**src/rtl/assert_macros.svh**
```systemverilog
`ifndef ASSERT_MACROS_SVH
`define ASSERT_MACROS_SVH

// same-cycle implication, sampled on the rising clock edge, off during reset
`define CFD_ASSERT_IMP(label, clk, rst_n, ante, cons, msg) \
	label: assert property (@(posedge clk) disable iff (!rst_n) (ante) |-> (cons)) \
		else $error(msg);

// next-cycle implication
`define CFD_ASSERT_NXT(label, clk, rst_n, ante, cons, msg) \
	label: assert property (@(posedge clk) disable iff (!rst_n) (ante) |=> (cons)) \
		else $error(msg);

`endif

```
**src/rtl/cfd_pkg.sv**
```systemverilog
package cfd_pkg;

	localparam logic [7:0]  SOF_BYTE    = 8'h55;
	localparam logic [7:0]  CRC8_SEED   = 8'h77;
	localparam logic [7:0]  CRC8_POLY   = 8'h8c;
	localparam logic [15:0] CRC16_SEED  = 16'h3692;
	localparam logic [15:0] CRC16_POLY  = 16'h8408;
	localparam logic [7:0]  ACK_BIT     = 8'h80;
	localparam logic [1:0]  LEN_HI_MASK = 2'b11;
	localparam logic [9:0]  MIN_LEN     = 10'd13;
	localparam logic [9:0]  FIRST_POS   = 10'd4;
	localparam logic [9:0]  ATTR_POS    = 10'd8;
	localparam logic [9:0]  CSET_POS    = 10'd9;
	localparam logic [9:0]  CID_POS     = 10'd10;
	localparam logic [9:0]  PAY_POS     = 10'd11;

	localparam logic [7:0]  RST_CMD_SET = 8'd13;
	localparam logic [7:0]  RST_CMD_ID  = 8'd2;
	localparam logic [9:0]  RST_MAX_PAY = 10'd64;

	typedef enum logic [1:0] {
		CFG_CMD_SET,
		CFG_CMD_ID,
		CFG_MAX_PAY
	} cfg_idx_t;

	typedef enum logic {
		PH_HUNT,
		PH_FRAME
	} phase_t;

	typedef struct packed {
		logic [7:0] want_cmd_set;
		logic [7:0] want_cmd_id;
		logic [9:0] max_payload;
	} cfg_t;

	typedef struct packed {
		logic [7:0] payload_byte;
		logic [9:0] byte_index;
		logic       is_end;
		logic       frame_good;
		logic [9:0] payload_length;
	} result_t;

	function automatic logic [7:0] crc8_step(input logic [7:0] c, input logic [7:0] b);
		logic [7:0] r;
		r = c ^ b;
		for (int k = 0; k < 8; k++) begin
			r = r[0] ? ((r >> 1) ^ CRC8_POLY) : (r >> 1);
		end
		return r;
	endfunction

	function automatic logic [15:0] crc16_step(input logic [15:0] c, input logic [7:0] b);
		logic [15:0] r;
		r = c ^ {8'h00, b};
		for (int k = 0; k < 8; k++) begin
			r = r[0] ? ((r >> 1) ^ CRC16_POLY) : (r >> 1);
		end
		return r;
	endfunction

	// partial crcs of a window of zero bytes
	localparam logic [7:0]  CRC8_Z1  = crc8_step(CRC8_SEED, 8'h00);
	localparam logic [7:0]  CRC8_Z2  = crc8_step(CRC8_Z1, 8'h00);
	localparam logic [7:0]  CRC8_Z3  = crc8_step(CRC8_Z2, 8'h00);
	localparam logic [15:0] CRC16_Z1 = crc16_step(CRC16_SEED, 8'h00);
	localparam logic [15:0] CRC16_Z2 = crc16_step(CRC16_Z1, 8'h00);
	localparam logic [15:0] CRC16_Z3 = crc16_step(CRC16_Z2, 8'h00);

endpackage

```
**src/rtl/cfd_front.sv**
```systemverilog
`include "assert_macros.svh"

module cfd_front (
	input  logic             clk,
	input  logic             arst_n,
	input  logic             in_valid,
	input  logic [7:0]       rx_byte,
	input  cfd_pkg::cfg_t    cfg,
	output logic             res_valid,
	output cfd_pkg::result_t res
);

	cfd_pkg::phase_t phase_q, phase_d;

	logic [23:0] window_q;
	logic [7:0]  c8a_q, c8b_q, c8c_q;
	logic [15:0] c16a_q, c16b_q, c16c_q;
	logic [9:0]  len_q, pos_q;
	logic [15:0] crc_q;
	logic [7:0]  attr_q, cset_q, crc_lo_q;
	logic        match_q;

	logic [7:0]  b0, b1, b2;
	logic [9:0]  hdr_len;
	logic        hdr_hit;
	logic [10:0] pos_p2, len_ext;
	logic        body, crc_lo_pos, last;
	logic [9:0]  idx, pn_raw, pn;
	logic        pay_hit, good;

	assign b0      = window_q[23:16];
	assign b1      = window_q[15:8];
	assign b2      = window_q[7:0];
	assign hdr_len = {b2[1:0] & cfd_pkg::LEN_HI_MASK, b1};
	assign hdr_hit = (b0 == cfd_pkg::SOF_BYTE) && (hdr_len >= cfd_pkg::MIN_LEN)
		&& (c8c_q == rx_byte);

	assign pos_p2     = {1'b0, pos_q} + 11'd2;
	assign len_ext    = {1'b0, len_q};
	assign body       = pos_p2 < len_ext;
	assign crc_lo_pos = pos_p2 == len_ext;
	assign last       = !body && !crc_lo_pos;

	assign idx     = pos_q - cfd_pkg::PAY_POS;
	assign pay_hit = body && (pos_q >= cfd_pkg::PAY_POS) && match_q && (idx < cfg.max_payload);
	assign pn_raw  = len_q - cfd_pkg::MIN_LEN;
	assign pn      = (pn_raw > cfg.max_payload) ? cfg.max_payload : pn_raw;
	assign good    = (crc_q[7:0] == crc_lo_q) && (crc_q[15:8] == rx_byte);

	// next phase
	always_comb begin
		phase_d = phase_q;
		case (phase_q)
			cfd_pkg::PH_HUNT: begin
				if (in_valid && hdr_hit) begin
					phase_d = cfd_pkg::PH_FRAME;
				end
			end
			cfd_pkg::PH_FRAME: begin
				if (in_valid && last) begin
					phase_d = cfd_pkg::PH_HUNT;
				end
			end
			default: phase_d = cfd_pkg::PH_HUNT;
		endcase
	end

	// result beat
	always_comb begin
		res_valid = 1'b0;
		res       = '0;
		case (phase_q)
			cfd_pkg::PH_FRAME: begin
				if (in_valid && pay_hit) begin
					res_valid        = 1'b1;
					res.payload_byte = rx_byte;
					res.byte_index   = idx;
				end else if (in_valid && last && match_q) begin
					res_valid          = 1'b1;
					res.is_end         = 1'b1;
					res.frame_good     = good;
					res.payload_length = pn;
				end
			end
			default: res_valid = 1'b0;
		endcase
	end

	always_ff @(posedge clk or negedge arst_n) begin
		if (!arst_n) begin
			phase_q <= cfd_pkg::PH_HUNT;
		end else begin
			phase_q <= phase_d;
		end
	end

	always_ff @(posedge clk or negedge arst_n) begin
		if (!arst_n) begin
			window_q <= '0;
			c8a_q    <= cfd_pkg::CRC8_Z1;
			c8b_q    <= cfd_pkg::CRC8_Z2;
			c8c_q    <= cfd_pkg::CRC8_Z3;
			c16a_q   <= cfd_pkg::CRC16_Z1;
			c16b_q   <= cfd_pkg::CRC16_Z2;
			c16c_q   <= cfd_pkg::CRC16_Z3;
			len_q    <= '0;
			pos_q    <= '0;
			crc_q    <= '0;
			attr_q   <= '0;
			cset_q   <= '0;
			crc_lo_q <= '0;
			match_q  <= 1'b0;
		end else if (in_valid) begin
			case (phase_q)
				cfd_pkg::PH_HUNT: begin
					if (hdr_hit) begin
						crc_q    <= cfd_pkg::crc16_step(c16c_q, rx_byte);
						len_q    <= hdr_len;
						pos_q    <= cfd_pkg::FIRST_POS;
						match_q  <= 1'b0;
						attr_q   <= '0;
						cset_q   <= '0;
						crc_lo_q <= '0;
						window_q <= '0;
						c8a_q    <= cfd_pkg::CRC8_Z1;
						c8b_q    <= cfd_pkg::CRC8_Z2;
						c8c_q    <= cfd_pkg::CRC8_Z3;
						c16a_q   <= cfd_pkg::CRC16_Z1;
						c16b_q   <= cfd_pkg::CRC16_Z2;
						c16c_q   <= cfd_pkg::CRC16_Z3;
					end else begin
						window_q <= {window_q[15:0], rx_byte};
						c8a_q    <= cfd_pkg::crc8_step(cfd_pkg::CRC8_SEED, rx_byte);
						c8b_q    <= cfd_pkg::crc8_step(c8a_q, rx_byte);
						c8c_q    <= cfd_pkg::crc8_step(c8b_q, rx_byte);
						c16a_q   <= cfd_pkg::crc16_step(cfd_pkg::CRC16_SEED, rx_byte);
						c16b_q   <= cfd_pkg::crc16_step(c16a_q, rx_byte);
						c16c_q   <= cfd_pkg::crc16_step(c16b_q, rx_byte);
					end
				end
				cfd_pkg::PH_FRAME: begin
					if (body) begin
						pos_q <= pos_q + 10'd1;
						crc_q <= cfd_pkg::crc16_step(crc_q, rx_byte);
						if (pos_q == cfd_pkg::ATTR_POS) begin
							attr_q <= rx_byte;
						end else if (pos_q == cfd_pkg::CSET_POS) begin
							cset_q <= rx_byte;
						end else if (pos_q == cfd_pkg::CID_POS) begin
							match_q <= ((attr_q & cfd_pkg::ACK_BIT) != 8'h00)
								&& (cset_q == cfg.want_cmd_set)
								&& (rx_byte == cfg.want_cmd_id);
						end
					end else if (crc_lo_pos) begin
						pos_q    <= pos_q + 10'd1;
						crc_lo_q <= rx_byte;
					end else begin
						pos_q    <= '0;
						match_q  <= 1'b0;
						window_q <= '0;
						c8a_q    <= cfd_pkg::CRC8_Z1;
						c8b_q    <= cfd_pkg::CRC8_Z2;
						c8c_q    <= cfd_pkg::CRC8_Z3;
						c16a_q   <= cfd_pkg::CRC16_Z1;
						c16b_q   <= cfd_pkg::CRC16_Z2;
						c16c_q   <= cfd_pkg::CRC16_Z3;
					end
				end
				default: pos_q <= pos_q;
			endcase
		end
	end

	`CFD_ASSERT_NXT(a_frame_end_rehunt, clk, arst_n, in_valid && (phase_q == cfd_pkg::PH_FRAME) && last, (phase_q == cfd_pkg::PH_HUNT) && (window_q == 24'h0), "frame end did not restart hunt")
	`CFD_ASSERT_IMP(a_payload_from_match, clk, arst_n, res_valid && !res.is_end, match_q && (phase_q == cfd_pkg::PH_FRAME) && (res.byte_index < cfg.max_payload), "payload beat outside a matching frame")

endmodule

```
**src/rtl/cfd_queue.sv**
```systemverilog
`include "assert_macros.svh"

module cfd_queue #(
	parameter int DEPTH = 4
) (
	input  logic             clk,
	input  logic             arst_n,
	input  logic             wr_en,
	input  cfd_pkg::result_t wr_data,
	input  logic             rd_en,
	output cfd_pkg::result_t rd_data,
	output logic             full,
	output logic             empty
);

	localparam int PW = (DEPTH > 1) ? $clog2(DEPTH) : 1;
	localparam int CW = $clog2(DEPTH + 1);

	cfd_pkg::result_t mem_q [DEPTH];
	logic [PW-1:0] wr_ptr_q, rd_ptr_q;
	logic [CW-1:0] count_q;
	logic          do_wr, do_rd;

	assign empty   = count_q == '0;
	assign full    = count_q == CW'(DEPTH);
	assign do_wr   = wr_en && !full;
	assign do_rd   = rd_en && !empty;
	assign rd_data = mem_q[rd_ptr_q];

	always_ff @(posedge clk) begin
		if (do_wr) begin
			mem_q[wr_ptr_q] <= wr_data;
		end
	end

	always_ff @(posedge clk or negedge arst_n) begin
		if (!arst_n) begin
			wr_ptr_q <= '0;
			rd_ptr_q <= '0;
			count_q  <= '0;
		end else begin
			if (do_wr) begin
				wr_ptr_q <= (wr_ptr_q == PW'(DEPTH - 1)) ? '0 : wr_ptr_q + PW'(1);
			end
			if (do_rd) begin
				rd_ptr_q <= (rd_ptr_q == PW'(DEPTH - 1)) ? '0 : rd_ptr_q + PW'(1);
			end
			if (do_wr && !do_rd) begin
				count_q <= count_q + CW'(1);
			end else if (do_rd && !do_wr) begin
				count_q <= count_q - CW'(1);
			end
		end
	end

	`CFD_ASSERT_IMP(a_no_overflow, clk, arst_n, wr_en, !full, "result written into a full queue")
	`CFD_ASSERT_NXT(a_pop_drains, clk, arst_n, do_rd && !do_wr, count_q == $past(count_q) - CW'(1), "count did not drop on pop")

endmodule

```
**src/rtl/crc_checked_frame_deframer_top.sv**
```systemverilog
// Frame deframer: takes one received byte per push beat and hunts for a header (0x55, a 10-bit
// length of at least 13, a matching CRC-8), then checks the CRC-16 of the whole frame; for a
// response with the ack bit and the configured command set and id it pops out the payload bytes,
// clipped to max_payload, and a closing verdict beat carrying the CRC result. A byte is taken
// every cycle while not full; the header CRC-8 and CRC-16 prefixes are kept as running partials
// over the three-byte window so each byte needs one table step. A result reaches the pop side in
// the cycle after its byte is pushed. full rises only when the QUEUE_DEPTH-entry result queue is
// full, so bytes keep flowing while results wait to be popped. cfg_ready is always high.

module crc_checked_frame_deframer_top #(
	parameter int QUEUE_DEPTH = 4
) (
	input  logic       clk,
	input  logic       arst_n,
	input  logic       push,
	output logic       full,
	input  logic [7:0] rx_byte,
	output logic       empty,
	input  logic       pop,
	output logic [7:0] payload_byte,
	output logic [9:0] byte_index,
	output logic       is_end,
	output logic       frame_good,
	output logic [9:0] payload_length,
	input  logic       cfg_valid,
	output logic       cfg_ready,
	input  logic [1:0] cfg_index,
	input  logic [9:0] cfg_data
);

	cfd_pkg::cfg_t    cfg_q;
	cfd_pkg::result_t res, head;
	logic             res_valid;
	logic             in_accept;

	assign cfg_ready = 1'b1;
	assign in_accept = push && !full;

	always_ff @(posedge clk or negedge arst_n) begin
		if (!arst_n) begin
			cfg_q.want_cmd_set <= cfd_pkg::RST_CMD_SET;
			cfg_q.want_cmd_id  <= cfd_pkg::RST_CMD_ID;
			cfg_q.max_payload  <= cfd_pkg::RST_MAX_PAY;
		end else if (cfg_valid && cfg_ready) begin
			case (cfg_index)
				cfd_pkg::CFG_CMD_SET: cfg_q.want_cmd_set <= cfg_data[7:0];
				cfd_pkg::CFG_CMD_ID:  cfg_q.want_cmd_id  <= cfg_data[7:0];
				cfd_pkg::CFG_MAX_PAY: cfg_q.max_payload  <= cfg_data;
				default:              cfg_q <= cfg_q;
			endcase
		end
	end

	cfd_front u_front (
		.clk       (clk),
		.arst_n    (arst_n),
		.in_valid  (in_accept),
		.rx_byte   (rx_byte),
		.cfg       (cfg_q),
		.res_valid (res_valid),
		.res       (res)
	);

	cfd_queue #(
		.DEPTH (QUEUE_DEPTH)
	) u_queue (
		.clk     (clk),
		.arst_n  (arst_n),
		.wr_en   (res_valid),
		.wr_data (res),
		.rd_en   (pop),
		.rd_data (head),
		.full    (full),
		.empty   (empty)
	);

	assign payload_byte   = head.payload_byte;
	assign byte_index     = head.byte_index;
	assign is_end         = head.is_end;
	assign frame_good     = head.frame_good;
	assign payload_length = head.payload_length;

endmodule

```
**config.mk**
```make
export PLATFORM = sky130hd
export DESIGN_NAME = crc_checked_frame_deframer_top
export DESIGN_NICKNAME = d
export VERILOG_FILES = /design/src/rtl/cfd_pkg.sv /design/src/rtl/cfd_front.sv /design/src/rtl/cfd_queue.sv /design/src/rtl/crc_checked_frame_deframer_top.sv
export VERILOG_INCLUDE_DIRS = /design/src /design/src/rtl
export SDC_FILE = /design/constraint.sdc
export NUM_CORES = 1
export LEC_CHECK = 0
export BUFFER_PORTS_ARGS = -buffer_cell sky130_fd_sc_hd__buf_2
export CORE_ASPECT_RATIO = 1.5
export CORE_MARGIN = 1.5
export CORE_UTILIZATION = 30
export DETAILED_ROUTE_END_ITERATION = 8
export GPL_ROUTABILITY_DRIVEN = 0
export PLACE_DENSITY = 0.54
export SLEW_MARGIN = 20
export SYNTH_ARGS = -nofsm -noshare
export SYNTH_HDL_FRONTEND = slang
export SYNTH_SLANG_ARGS = --single-unit
```
**constraint.sdc**
```tcl
create_clock -name clk -period 4.04 [get_ports clk]
set_clock_uncertainty 0.15 [all_clocks]
set_input_delay 1.01 -clock clk [delete_from_list [all_inputs] [get_ports clk]]
set_output_delay 1.01 -clock clk [all_outputs]
set_load 0.05 [all_outputs]
```
Word-level counts from Yosys, hierarchy flattened. Memories as Yosys holds them, arrays and structs flattened. Index checks and enable logic that the tools add are counted.

Reduce and logical (&&, ||, !) cells: 38. Equality and inequality tests: 27. Order comparisons: 5. Mux-type cells: 134. $add $sub $neg: 8. Bitwise operators: 73.

Operators by type and width (count): $mux W16 (51); $mux W8 (41); $not A2 Y3 (63); $pmux W16 S2 (4); $pmux W8 S2 (6); $mux W24 (3); $xor A16 B8 Y16 (4); $pmux W24 S2 (1); $eq A8 B8 Y1 (5); $mux W10 (4); $eq A10 B4 Y1 const B (3); $mux W30 (1); $mux W12 (2); $ge A10 B4 Y1 const B (2); $pmux W10 S2 (1); $sub A10 B4 Y10 const B (2); $logic_and A1 B1 Y1 (18); $mux W18 (1); $xor A8 B8 Y8 (2); $ne A2 B2 Y1 const B (7); $mux W1 (13); $ne A3 B3 Y1 const B (4); $add A10 B2 Y11 const B (1); $eq A11 B10 Y1 (1); 28 further kinds (45).

Memory bits (writable): 120. Register bits: 191. Memories kept: 1. Logic and storage cells: 307.

Memories: u_queue.mem_q (words 4, width 30, read ports 1, clocked after memory_dff 0, write ports 1, RTL line cfd_queue.sv:19) `cfd_pkg::result_t mem_q [DEPTH];`.

Logic depth before layout (Yosys ltp). Gate-level depths: netlist of the first run.

Depth in word-level cells: 19. Mapped depth: 19. Gate-level depth less buffers: 18.

Hierarchy. From an unflattened synthesis of the first run, not the netlist that was laid out.

Cell total of the unflattened synthesis: 1273. Area total of the unflattened synthesis: 15148.3 µm².

Modules (own cells, without submodules): cfd_front (times used 1, cells each 1020, area each 9340.2 µm²); cfd_queue (times used 1, cells each 194, area each 4795.8 µm²); crc_checked_frame_deframer_top (times used 1, cells each 59, area each 1012.2 µm²).

Worst setup path before layout of the first run. No wires, ideal clock.

Path type: register to register. Start: reg u_front.pos_q[2]. End: mem u_queue.mem_q[0][0] (netlist name), enable pin. Library setup time: 0.390 ns. Arrival: 3.497 ns. Clock period less this slack: 4.036 ns. Slack: 0.004 ns. Required time: 3.500 ns. Stages on the path, launching flop included: 15. Path through: dfrtp_1 -> clkbuf_1 -> inv_1 -> ha_1 -> a21oi_1 -> nor2_1 -> nor4_1 -> xnor2_1 -> ha_1 -> a21o_1 -> a21o_1 -> a221oi_1 -> nand4_1 -> nand2_1 -> and2_1.

Word-level cells in the longest chain between the ends: 12. Elaborated cells between the ends (all ways): 21.

Ends and longest elaborated chain: start, declared (RTL line cfd_front.sv:18) `logic [9:0] len_q, pos_q;`; start signal, assigned (RTL line cfd_front.sv:119) `pos_q <= cfd_pkg::FIRST_POS;`; start signal, assigned (RTL line cfd_front.sv:143) `pos_q <= pos_q + 10'd1;`; start signal, assigned (RTL line cfd_front.sv:155) `pos_q <= pos_q + 10'd1;`; $add A10 B2 Y11 (RTL line cfd_front.sv:38) `assign pos_p2 = {1'b0, pos_q} + 11'd2;`; $lt A11 B10 Y1 or $eq A11 B10 Y1 (tied branches) (RTL line cfd_front.sv:40, cfd_front.sv:41); $logic_not A1 Y1 (RTL line cfd_front.sv:42) `assign last = !body && !crc_lo_pos;`; $logic_and A1 B1 Y1 (RTL line cfd_front.sv:42); $logic_and A1 B1 Y1 (2 in series) (RTL line cfd_front.sv:78) `end else if (in_valid && last && match_q) begin`; $mux W1 (RTL line cfd_front.sv:78); $mux W1 * (RTL line cfd_front.sv:74) `if (in_valid && pay_hit) begin`; $mux W1 * (RTL line cfd_front.sv:72) `case (phase_q)`; $logic_and A1 B1 Y1 * (RTL line cfd_queue.sv:26) `assign do_wr = wr_en && !full;`; via u_queue.do_wr (RTL line cfd_queue.sv:22) `logic do_wr, do_rd;`; $mux W1 * (RTL line cfd_queue.sv:31) `if (do_wr) begin`; $mux W1 (not written as such) * (RTL line cfd_queue.sv:32) `mem_q[wr_ptr_q] <= wr_data;`; end, declared (RTL line cfd_queue.sv:19).

Mark *: on every way through the listed nets, which the timed path passes. The rest lies on a longest branch.

Worst setup path in the final report of the first run.
Start: reg u_front.pos_q[1]. End: reg u_queue.count_q[2].

Word-level cells in the longest chain between the ends: 13. Elaborated cells between the ends (all ways): 24.

Ends and longest elaborated chain: $add A10 B2 Y11 (RTL line cfd_front.sv:38); $lt A11 B10 Y1 or $eq A11 B10 Y1 (tied branches) (RTL line cfd_front.sv:40, cfd_front.sv:41); $logic_not A1 Y1 (RTL line cfd_front.sv:42); $logic_and A1 B1 Y1 (RTL line cfd_front.sv:42); $logic_and A1 B1 Y1 (2 in series) (RTL line cfd_front.sv:78); $mux W1 (RTL line cfd_front.sv:78); $mux W1 * (RTL line cfd_front.sv:74); $mux W1 * (RTL line cfd_front.sv:72); $logic_and A1 B1 Y1 * (RTL line cfd_queue.sv:26); via u_queue.do_wr (RTL line cfd_queue.sv:22); $logic_not A1 Y1 (RTL line cfd_queue.sv:50) `end else if (do_rd && !do_wr) begin`; $logic_and A1 B1 Y1 (RTL line cfd_queue.sv:50); $reduce_bool A2 Y1 (no line); end signal, assigned (RTL line cfd_queue.sv:49) `count_q <= count_q + CW'(1);`; end signal, assigned (RTL line cfd_queue.sv:51) `count_q <= count_q - CW'(1);`; end, declared (RTL line cfd_queue.sv:21) `logic [CW-1:0] count_q;`.

Marked as above. A chain may end at the register's enable or synchronous reset.

==> out/results.tsv, run 1 <==
stage	metric	value	unit
yosys	Main synth FF type	dfrtp_1	
power_and_ir_drop	share of total power in the clock network	28.2	%
routing	DR top layer	met4	
yosys	Post-Syn Instances	1219	
floorplan	Die X	185.9	µm
grt	first-pass GRT wire length	56950	µm
grt	vias in the first global route	10050	
floorplan	# rows	100	
timing	Fmax	269.6	MHz
flow_run	MaxCap Viol Count	0	
critical_path	Data arrival, critical path	4.07	ns
yosys	top-count cell post-synth	dfrtp_1	
critical_path	Critical Path RT	4.40	ns
placed_design	Placed Instances	1912	
final_layout	# diodes	0	
yosys	top cells by area, synth	edfxtp_1, dfrtp_1, dfstp_2, xnor2_1, xor2_1	
yosys	Post-Syn Area	0.01505	mm²
placed_design	post-DP HPWL	25310	µm
clocking	Inserted Clock Buffers	30	
routing	final WL	35680	µm
clocking	H-tree levels	1	
timing	Pins Over Slew Limit	0	
critical_path	Startpoint Class	flip-flop	
yosys	area leader, netlist	edfxtp_1	
floorplan	die footprint	0.05154	mm²
yosys	Syn Area/Cell	12.34	µm²
min_path	Worst Hold Class	in -> async	
power_and_ir_drop	share of total power in sequential cells	38.6	%
power_and_ir_drop	peak supply drop	0.3836	mV
critical_path	R2R Path Start	u_front.pos_q[1]	
timing	Fin Setup TNS	0	ns
final_layout	Nets	1350	
yosys	Post-synth EDFFs	120	
floorplan	Core Region	0.04955	mm²
timing	period utilization	91.80	%
clocking	Post-CTS Hold Buffers	0	
yosys	Async S/R FF share, synth	59.87	%
timing	Min Hold Slack	0.1223	ns
timing	worst slew pin tran	0.6430	ns
routing	drt drc	0	
routing	initial DRC count	356	
yosys	syn nets	1288	
grt	Remaining Overflow, GRT	0	
grt	Global Route Usage Sum	14.19	%
clocking	Root Buffer	clkbuf_16	
clocking	CTS Buffer Depth	3	
final_layout	Finished Layout Cells	1966	
critical_path	critical path class	reg -> reg	
timing	Slew HR	56.85	%
routing	via count	9333	
final_layout	final core occ	35.21	%
yosys	flops & latches, synth	299	
clocking	CTS clk-pin slew, worst paths	0.07	ns
routing	wire per inst	18.15	µm
grt	antenna violations before repair	0	
power_and_ir_drop	Internal	7.378	mW
routing	via/cell ratio	4.747	
grt	largest net degree at the start of global routing	83	
yosys	post-synthesis sequential area ratio	54.12	%
routing	Pre-antenna DRT Iters	4	
floorplan	Initial Utilization	30.37	%
routing	Detail Route Antenna Nets	0	
power_and_ir_drop	P_leak	6.942	nW
yosys	yosys warns	0	
routing	met1 wire length	14330	µm
final_layout	area delta synth->final	15.96	%
timing	setup violators final	0	
routing	WL met3	902	µm
timing	Final Critical Period	3.709	ns
timing	final hold vios	0	
timing	RSZ-0062 raised after global routing	no	
final_layout	layout cells sized above 1	22.49	%
yosys	Synth cell types	64	
power_and_ir_drop	Sw Ratio	33.82	%
clocking	clk_lat worst skew	0.58	ns
power_and_ir_drop	PD cells	638.9	mW/mm²
placed_design	number of buffers added on ports	56	
power_and_ir_drop	Gate power share	33.2	%
critical_path	crit path from	u_front.pos_q[1]	
floorplan	# IOs	58	
floorplan	Chip Height	277.3	µm
yosys	top cells by count, synth	dfrtp_1, edfxtp_1, xnor2_1, xor2_1, nor2_1	
yosys	post-synth top area share	23.95	%
power_and_ir_drop	Switching Power	3.770	mW
routing	met2 WL post-DR	19280	µm
critical_path	crit-path max FO	3	
critical_path	CP endpoint kind	flip-flop	
final_layout	Fill cells	4941	
clocking	CTS tree	built	
clocking	Clock Sinks	299	
status	status	finished, final reports clean	
==> cell families (layout without fill, tap and decap cells) <==
logic type,count (synthesis),count (layout),synth area share (%)
compound gates,194,194,8.349
xor+xnor,225,225,13.37
fa+ha+maj,44,44,3.709
buf+inv,105,189,2.969
flops,299,299,54.12
mux,90,90,9.039
other cells,1,1,0.02492
simple gates,261,261,8.424
==> critical path: stages (launching register included) <==
cell,delay [ns]
dfrtp_1,0.38
ha_1,0.21
a21oi_2,0.17
nor2_1,0.10
nor4_2,0.19
xnor2_1,0.18
ha_1,0.28
a21o_1,0.16
a21o_1,0.18
a221oi_2,0.29
nand4_1,0.15
nand2_1,0.13
ha_1,0.18
inv_1,0.07
fa_1,0.43
xor2_1,0.17
nor2_1,0.11
xor2_1,0.14
==> per-stage QoR <==
step | power, mW | instance area (µm²) | worst slack, ns
2_1_floorplan | 7.230 | 15050 | 0.003544
3_3_place_gp | 8.082 | 16320 | 0.1386
3_5_place_dp | 8.134 | 16320 | 0.08661
4_1_cts | 11.32 | 17430 | 0.1015
5_1_grt | 11.80 | 17450 | 0.03703
6_report | 11.15 | 17450 | 0.3314
==> placed cells by master, fill, tap and decap left out, types with 46 or more instances in the layout <==
cell type,n
xor2_1,105
dfrtp_1,129
mux2_2,46
edfxtp_1,120
a21oi_1,61
xnor2_1,116
nand2_1,56
nor2_1,86
dfstp_2,48
buf_2,55
==> cell type report <==
class / instances / area [µm²] / share of cell area [%]
repair buffers: 101 / 749.5 / 4.295
clock buffers: 33 / 783.3 / 4.489
inverters: 34 / 127.6 / 0.7314
flip-flops and latches: 299 / 8145 / 46.68
well taps: 663 / 829.5 / 4.754
clock inverters: 21 / 324.1 / 1.857
multi-input cells: 815 / 6489 / 37.19
==> power by group through the flow <==
stage	clock (mW)	combinational [mW]	sequential, mW
final	3.15	3.70	4.30
after global routing	3.32	4.08	4.39
after CTS	3.23	3.78	4.31
after detailed placement	0	3.76	4.37
after global placement	0	3.73	4.36
after floorplan	0	3.06	4.17
==> sequential cells by signal, summed over array words and instances (netlist names) <==
name / flops
u_front.c8a_q: 8
u_queue.count_q: 3
u_front.cset_q: 8
cfg_q: 26
u_front.c16b_q: 16
u_queue.rd_ptr_q: 2
u_front.window_q: 22
u_queue.wr_ptr_q: 2
u_front.c8c_q: 8
u_front.match_q: 1
u_front.c16a_q: 13
u_front.phase_q: 1
u_front.c8b_q: 8
u_front.c16c_q: 16
u_front.crc_q: 16
u_front.pos_q: 10
u_front.crc_lo_q: 8
u_queue.mem_q: 120
u_front.len_q: 10
u_front.attr_q: 1
==> metal layers <==
metal	vias to the layer above	track usage (%)
met5	-	0
met4	0	5.252
met3	58	1.352
met2	129	26.73
met1	4697	16.25
li1	4449	-
==> repair_timing <==
item	CTS	global route
endpoints found under the hold margin	0	0
endpoints found under the setup margin	0	2
setup buffers	0	0
resized for setup	0	5
==> path summary, 6_finish.rpt <==
check                                     end  slack (ns)  cells after the start
hold / removal                      cfg_q[23]        0.12                      1
min in group clk           u_queue.count_q[2]        0.33                      1
max in group asynchronous    u_front.c8c_q[7]        2.84                      2
setup reg to reg           u_queue.count_q[2]        0.33                     17
hold reg to reg            u_queue.count_q[2]        0.33                      1
setup / recovery           u_queue.count_q[2]        0.33                     17
No activity file was read; power rests on OpenSTA's default activity.
==> inputs of run 2 (changes only) <==
--- a/config.mk
+++ b/config.mk
@@ -13,6 +13,8 @@
 export DETAILED_ROUTE_END_ITERATION = 8
 export GPL_ROUTABILITY_DRIVEN = 0
 export PLACE_DENSITY = 0.54
+export REMOVE_ABC_BUFFERS = 1
+export SKIP_CTS_REPAIR_TIMING = 1
 export SLEW_MARGIN = 20
 export SYNTH_ARGS = -nofsm -noshare
 export SYNTH_HDL_FRONTEND = slang
==> constraint.sdc (replaced) <==
create_clock -name clk -period 3.1 [get_ports clk]
set_clock_uncertainty 0.15 [all_clocks]
set_input_delay 0.775 -clock clk [delete_from_list [all_inputs] [get_ports clk]]
set_output_delay 0.775 -clock clk [all_outputs]
set_load 0.05 [all_outputs]
==> run 2 against run 1 <==
The flow now finishes with violations (negative setup slack). Non-clock buffer count is 125 higher. Critical path type unchanged. Wire length is 8.4% higher. First-iteration DRC count is 26% higher. Register-to-register slack worse by 0.93 ns. Global-route usage is 0.76 points higher. Worst setup slack worse by 0.93 ns. Sequential share of layout area is 2.7 points lower. Largest cell class unchanged. Final cell count is 6.1% higher.
==> out/results.tsv, run 2 (synthesis results as in run 1) <==
stage	metric	value	unit
status	status	finished with violations	
status	failing checks	negative setup slack	
final_layout	Largest Register	u_queue.mem_q	
timing	Pins Over Slew Limit	0	
floorplan	Core Region	0.04955	mm²
grt	first-pass GRT wire length	59220	µm
routing	initial DRC count	447	
placed_design	dpl cell area	0.01716	mm²
power_and_ir_drop	Switching Power	4.976	mW
clocking	CTS clk-pin slew, worst paths	0.07	ns
power_and_ir_drop	PD cells	756.7	mW/mm²
critical_path	CP endpoint kind	flip-flop	
final_layout	Finished Layout Cells	2086	
grt	Global Route Usage Sum	14.95	%
floorplan	die footprint	0.05154	mm²
final_layout	area delta synth->final	23.04	%
timing	RSZ-0062 raised after global routing	yes	
floorplan	# IOs	58	
critical_path	Data arrival, critical path	4.04	ns
routing	Pre-antenna DRT Iters	4	
min_path	Worst Hold Class	in -> async	
critical_path	slowest stage delay, CP	0.37	ns
timing	Final Critical Period	3.702	ns
routing	via/cell ratio	4.717	
power_and_ir_drop	P_leak	7.516	nW
clocking	CTS tree	built	
floorplan	Initial Utilization	30.37	%
routing	final WL	38680	µm
final_layout	layout cells sized above 1	31.72	%
critical_path	CP Cell Sequence	inv_2 > ha_4 > a21oi_4 > nor2_2 > nor4_2 > xnor2_1 > ha_1 > a21o_1 > a21o_1 > a221oi_2 > nand4_1 > nand2_2 > ha_4 > inv_2 > fa_2 > xor2_1 > nor2_1 > xor2_1	
timing	setup violators final	262	
grt	Remaining Overflow, GRT	0	
placed_design	post-DP HPWL	27540	µm
grt	largest net degree at the start of global routing	66	
timing	worst slew pin tran	0.6065	ns
clocking	clk_lat worst skew	0.56	ns
routing	via count	9839	
power_and_ir_drop	Sw Ratio	35.52	%
power_and_ir_drop	share of total power in the clock network	23.1	%
routing	Detail Route Antenna Nets	0	
grt	antenna violations before repair	1	
power_and_ir_drop	share of total power in sequential cells	40.0	%
final_layout	design area	0.01851	mm²
clocking	H-tree levels	1	
final_layout	most common cell after layout, fill and taps aside	buf_4	
placed_design	number of buffers added on ports	56	
power_and_ir_drop	Internal	9.033	mW
flow_run	MaxCap Viol Count	0	
timing	Fmax	270.1	MHz
placed_design	Placed Instances	2020	
power_and_ir_drop	peak supply drop	0.2798	mV
floorplan	# rows	100	
clocking	Clock Sinks	299	
floorplan	Die X	185.9	µm
clocking	Inserted Clock Buffers	27	
critical_path	crit-path max FO	2	
timing	Slew HR	59.57	%
final_layout	Nets	1472	
power_and_ir_drop	Gate power share	36.9	%
timing	final hold vios	0	
final_layout	final core occ	37.37	%
critical_path	critical path's slowest cell	dfrtp_1	
floorplan	Chip Height	277.3	µm
final_layout	max FFs per register	120	
clocking	CTS Buffer Depth	3	
timing	final worst slack	-0.6020	ns
critical_path	Critical Path RT	3.44	ns
final_layout	Regs by FF count	u_queue.mem_q x120, cfg_q x26, u_front.window_q x22	
timing	period utilization	119.4	%
clocking	Root Buffer	clkbuf_16	
final_layout	most frequent cells in the layout	buf_4, dfrtp_1, edfxtp_1, xnor2_1, xor2_1	
critical_path	Startpoint Class	flip-flop	
routing	drt drc	0	
routing	wire per inst	18.54	µm
grt	vias in the first global route	10380	
critical_path	critical path class	reg -> reg	
## run 2: worst paths after layout
check	to	cells past startpoint	from	slack [ns]
setup / recovery	u_queue.count_q[2]	18	u_front.pos_q[2]	-0.60
hold / removal	u_front.cset_q[4]	1	arst_n	0.05
setup reg to reg	u_queue.count_q[2]	18	u_front.pos_q[2]	-0.60
hold reg to reg	u_queue.count_q[2]	1	u_queue.count_q[2]	0.34
max in group asynchronous	u_front.c16a_q[5]	2	arst_n	1.96
min in group clk	u_queue.count_q[2]	1	u_queue.count_q[2]	0.34
## run 2: power groups by stage
stage          logic, mW  clock network (mW)  registers, mW
4_1_cts             5.13                3.32           5.60
5_1_grt             5.69                3.46           5.69
3_5_place_dp        5.10                   0           5.68
3_3_place_gp        5.05                   0           5.66
6_report            5.18                3.23           5.60
2_1_floorplan       3.77                   0           5.59
## run 2: metrics by stage
| step | hold WS (ns) | power (mW) | TNS (ns) | setup slack [ns] |
|---|---|---|---|---|
| floorplan | 0.3049 | 9.352 | -285.86 | -1.978 |
| global placement | 0.3250 | 10.71 | -83.65 | -0.7688 |
| detailed placement | 0.3272 | 10.79 | -102.52 | -0.8734 |
| CTS | 0.06972 | 14.05 | -115.51 | -0.9019 |
| global route | 0.07604 | 14.84 | -144.07 | -0.9339 |
| finish | 0.04582 | 14.01 | -66.15 | -0.6020 |
## run 2: area by class of cell
| type | instances | area (µm²) |
|---|---|---|
| inverters | 34 | 127.6 |
| clock buffers | 35 | 748.2 |
| flip-flops and latches | 299 | 8147 |
| diodes | 1 | 2.502 |
| fillers | 4840 | 31030 |
| multi-input cells | 815 | 6719 |
| clock inverters | 13 | 80.08 |
| well taps | 663 | 829.5 |
| repair buffers | 226 | 1861 |
## run 2: layer usage
metal	part of all wire [%]	global-route usage [%]
met3	2.7	1.589
met2	56	28.91
met4	3.6	5.459
met1	38	16.40
met5	0	0
## run 2: worst max-delay path: cells and delay by family, from the launching register on
family	cells	cell delay, ns
adders and majority gates	4	0.92
buffers and inverters	2	0.09
xor gates and xnor gates	3	0.49
DFF	1	0.37
and+or+nand+nor	5	0.81
AOI/OAI and AO/OA	4	0.80
